## src/rtl/bbtt_ram.sv

```systemverilog
// ----------------------------------------------------------------------------
// Generic single-port-write RAM
// One write port, one read port with registered read data.
// ----------------------------------------------------------------------------
`default_nettype none

module bbtt_ram #(
   parameter int Width = 8,
   parameter int Depth = 16,
   localparam int AddrBits = $clog2(Depth)
) (
   input  logic                clock,
   input  logic                wr_en,
   input  logic [AddrBits-1:0] wr_addr,
   input  logic [Width-1:0]    wr_data,
   input  logic                rd_en,
   input  logic [AddrBits-1:0] rd_addr,
   output logic [Width-1:0]    rd_data
);

   logic [Width-1:0] mem [Depth];
   logic [Width-1:0] rd_data_ff;

   always_ff @(posedge clock) begin
      if (wr_en) begin
         mem[wr_addr] <= wr_data;
      end
      if (rd_en) begin
         rd_data_ff <= mem[rd_addr];
      end
   end

   assign rd_data = rd_data_ff;

endmodule

`default_nettype wire

```

## config.mk

```make
export PLATFORM = sky130hd
export DESIGN_NAME = bbtt_ram
export DESIGN_NICKNAME = d
export VERILOG_FILES = /design/src/rtl/bbtt_ram.sv
export SDC_FILE = /design/constraint.sdc
export NUM_CORES = 1
export LEC_CHECK = 0
export ABC_AREA = 0
export BUFFER_PORTS_ARGS = -buffer_cell sky130_fd_sc_hd__buf_2
export CORE_ASPECT_RATIO = 0.75
export CORE_UTILIZATION = 55
export CTS_BUF_LIST = sky130_fd_sc_hd__clkbuf_16
export DETAILED_ROUTE_END_ITERATION = 12
export GPL_TIMING_DRIVEN = 1
export PLACE_DENSITY_LB_ADDON = 0.12
export SLEW_MARGIN = 20
export SYNTH_ARGS = -nofsm -noshare
export SYNTH_HDL_FRONTEND = slang
export SYNTH_SLANG_ARGS = --single-unit
```

## constraint.sdc

```tcl
create_clock -name clock -period 3.84 [get_ports clock]
set_clock_uncertainty 0.15 [all_clocks]
set_input_delay 0.576 -clock clock [delete_from_list [all_inputs] [get_ports clock]]
set_output_delay 0.576 -clock clock [all_outputs]
set_load 0.05 [all_outputs]
```

## Word level (Yosys, flattened, before mapping)

Memories as Yosys holds them, arrays and structs flattened. A register that Yosys moved wholly into a read port is not among the register bits.
Cells that the tools add are included.
W data, S select, Z words.

- Muxes and demuxes: 2

Operators by type and width:

| cell | number |
|---|---|
| $mux W1 | 2 |

- Register bits: 0
- Memory bits (writable): 128
- Input bits: 19
- Output and inout bits: 8
- Logic and storage cells: 3
- Memories kept: 1

Memory list:

| name | words | width | rd ports | clocked after memory_dff | wr ports | RTL line | source |
|---|---|---|---|---|---|---|---|
| mem | 16 | 8 | 1 | 1 | 1 | 21 | `logic [Width-1:0] mem [Depth];` |

## Longest topological paths before layout

- Depth in word-level cells: 2
- Depth in mapped cells: 5
- Mapped depth without buffers: 3

## Worst setup path after synthesis

No wires, ideal clock.

- Path kind: input-to-reg
- From: input wr_addr[2]
- To: memory mem[0][0], enable pin
- Library setup time: 0.383 ns
- Arrival: 1.686 ns
- Required time: 3.307 ns
- Slack: 1.621 ns
- Stages on the path: 2
- Path buffers: 0
- Cells stage by stage: or3b_2 -> nor3_1

RTL lines:

| what | RTL line | source |
|---|---|---|
| from (decl) | 14 | `input logic [AddrBits-1:0] wr_addr,` |
| to (decl) | 21 |  |

Straight into the memory's write port.

==> impl_metrics.env <==
export IMPL_place_area_um2=5480
export IMPL_seq_area_um2=4080
export IMPL_max_freq_ghz=0.467
export IMPL_start_util_pct=57.3
export IMPL_mostFrequentLayoutCell="edfxtp_1"
export IMPL_start_kind="input pin"
export IMPL_vdd_ir_drop_max_mv=0.395
export IMPL_worstPathArrival_ns=2.15
export IMPL_diodes=0
export IMPL_drive_gt1_share_pct=28.4
export IMPL_ys_warnings_count=0
export IMPL_crit_path_start="rd_addr[0]"
export IMPL_drt_iter0_drc=196
export IMPL_n_fill_cell=578
export IMPL_cp_required_ns=3.85
export IMPL_portBuffers=26
export IMPL_leakage_nw=2.03
export IMPL_antenna_found_initial=0
export IMPL_reg2reg_to="rd_data[3]"
export IMPL_globalRouteTotalUtil_pct=22.0
export IMPL_synth_area_per_cell_um2=22.8
export IMPL_synthesis_area_um2=5230
export IMPL_final_hold_viol_count=0
export IMPL_synth_seq_cells=136
export IMPL_final_area_um2=6070
export IMPL_h_tree_depth=4
export IMPL_die_y_um=86.4
export IMPL_routed_wl_um=9540
export IMPL_gp_congestion=0.701
export IMPL_dieArea_um2=9900
export IMPL_syn_nets=248
export IMPL_drtPass1Iterations=4
export IMPL_ys_types=18
export IMPL_synthCells=229
export IMPL_areaGrowthSynthToFinish_pct=16.1
export IMPL_grt_pass1_vias=2481
export IMPL_multiInputGateArea_um2=1060
export IMPL_drtAntennaViolNets=0
export IMPL_finalSetupViolCount=0
export IMPL_wl_per_cell_um=23.3
export IMPL_grt_max_degree=33
export IMPL_cts_root_buf="clkbuf_16"
export IMPL_rrSetupSlack_ns=2.22
export IMPL_outcome="complete, no violations"
export IMPL_post_cts_resized=0
export IMPL_min_period_over_period_pct=55.8
export IMPL_globalRoute_totalOverflow=0
export IMPL_finalMaxSlewViolations=0
export IMPL_clk_path_buf_depth=2
export IMPL_num_vias=2406
export IMPL_final_cell_mix="136 x edfxtp_1, 26 x buf_2, 18 x mux4_2"
export IMPL_cts_setup_buffers=0
export IMPL_p_per_area_nw_per_um2=567
export IMPL_rsz0062_at_grt="no"
export IMPL_layout_min_cycle_time_ns=2.14
export IMPL_path_clk_slew_ns=0.06
export IMPL_dp_hpwl_um=5960
export IMPL_cts_tree="yes"
export IMPL_postLayoutCoreUtil_pct=66.5
export IMPL_end_kind="flip-flop"
export IMPL_routed_via_density=5.87
export IMPL_worst_slew_pin_slew_ns=1.02
export IMPL_core_um2=9120
export IMPL_hold_class="input pin to flip-flop"
export IMPL_slew_headroom_pct=31.6
export IMPL_endpoint="rd_data[4]"
export IMPL_crit_type="input pin to flip-flop"
export IMPL_ctsHoldBuffers=0
export IMPL_clk_latency_ns=0.41
export IMPL_ioPinCount=27
export IMPL_tns_ns=0
export IMPL_std_cell_rows=30
export IMPL_drc=0
export IMPL_die_width_um=115
export IMPL_cts_buffers=17
export IMPL_worstPathMaxFanout=17
export IMPL_numClockSinks=136
export IMPL_grt_pass1_wl_um=14500
export IMPL_max_cap_violations=0
export IMPL_r2r_cells=3
export IMPL_nets=288
export IMPL_r2r_start="mem[9][3]"
export IMPL_synth_seq_area_share_pct=78.1
## where the power goes
part	internal (mW)	switching, mW
combinational	0.0604	0.107
sequential	1.67	0.00933
clock	1.01	0.581
## kinds of logic after synthesis
kind of cell	after synthesis	share of synthesized area [%]
and+or+nand+nor	35	3.14
buffers and inverters	10	1.65
DFF	136	78.1
AOI/OAI and AO/OA	16	2.30
muxes	32	14.8
## cells in the mapped netlist
| cell | count | share of area (%) |
|---|---|---|
| a22oi_1 | 16 | 2.3 |
| and2_1 | 1 | 0.12 |
| and2b_1 | 1 | 0.14 |
| buf_2 | 3 | 0.29 |
| buf_4 | 1 | 0.14 |
| buf_6 | 3 | 0.65 |
| clkdlybuf4s25_2 | 3 | 0.57 |
| edfxtp_1 | 136 | 78 |
| mux4_1 | 14 | 7.0 |
| mux4_2 | 18 | 7.8 |
| nand2_1 | 9 | 0.65 |
| nand2b_1 | 2 | 0.24 |
| nand3_1 | 1 | 0.096 |
| nand3b_1 | 2 | 0.29 |
| nor2_1 | 13 | 0.93 |
| nor2b_1 | 1 | 0.12 |
| nor3_1 | 4 | 0.38 |
| or3b_2 | 1 | 0.17 |
## stage by stage
stage | power [mW] | hold slack (ns) | setup WS [ns] | instances
floorplan | 1.82 | 0.525 | 1.62 | 229
global placement | 1.88 | 0.577 | 1.23 | 378
detailed placement | 1.88 | 0.591 | 1.23 | 378
CTS | 3.46 | 0.381 | 1.66 | 410
global route | 3.54 | 0.379 | 1.57 | 410
finish | 3.44 | 0.392 | 1.70 | 410
## how the worst min path moves through the flow
stage          startpoint          to  slack [ns]  cells past startpoint
2_1_floorplan  wr_data[0]   mem[0][0]        0.52                      0
3_3_place_gp   mem[14][6]  rd_data[6]        0.58                      3
3_5_place_dp   mem[15][7]  rd_data[7]        0.59                      3
4_1_cts             rd_en  rd_data[7]        0.38                      1
5_1_grt             rd_en  rd_data[7]        0.38                      1
6_report            rd_en  rd_data[3]        0.39                      1
## flip-flops by register name (all words and copies together) (netlist names)
signal and count:
mem 128, rd_data 8
## per-layer routing
metal	vias up	GRT usage, %	part of all wire (%)
li1	1065	-	-
met1	1253	31.2	45
met2	76	32.3	48
met3	12	6.57	6.7
met4	0	9.45	1.0
met5	-	0	0
## worst max-delay path, cell delays in order
cell,delay (ns)
buf_2,0.45
buf_12,0.26
mux4_1,0.56
a22oi_1,0.22
nand2_1,0.07
## area by class of cell
class	instances	area share [%]
Clock buffer	17	7.01
Clock inverter	15	2.64
Multi-Input combinational cell	83	17.4
Sequential cell	136	67.3
Tap cell	128	2.64
Timing Repair Buffer	31	2.97
(Power assumes the default switching activity.)
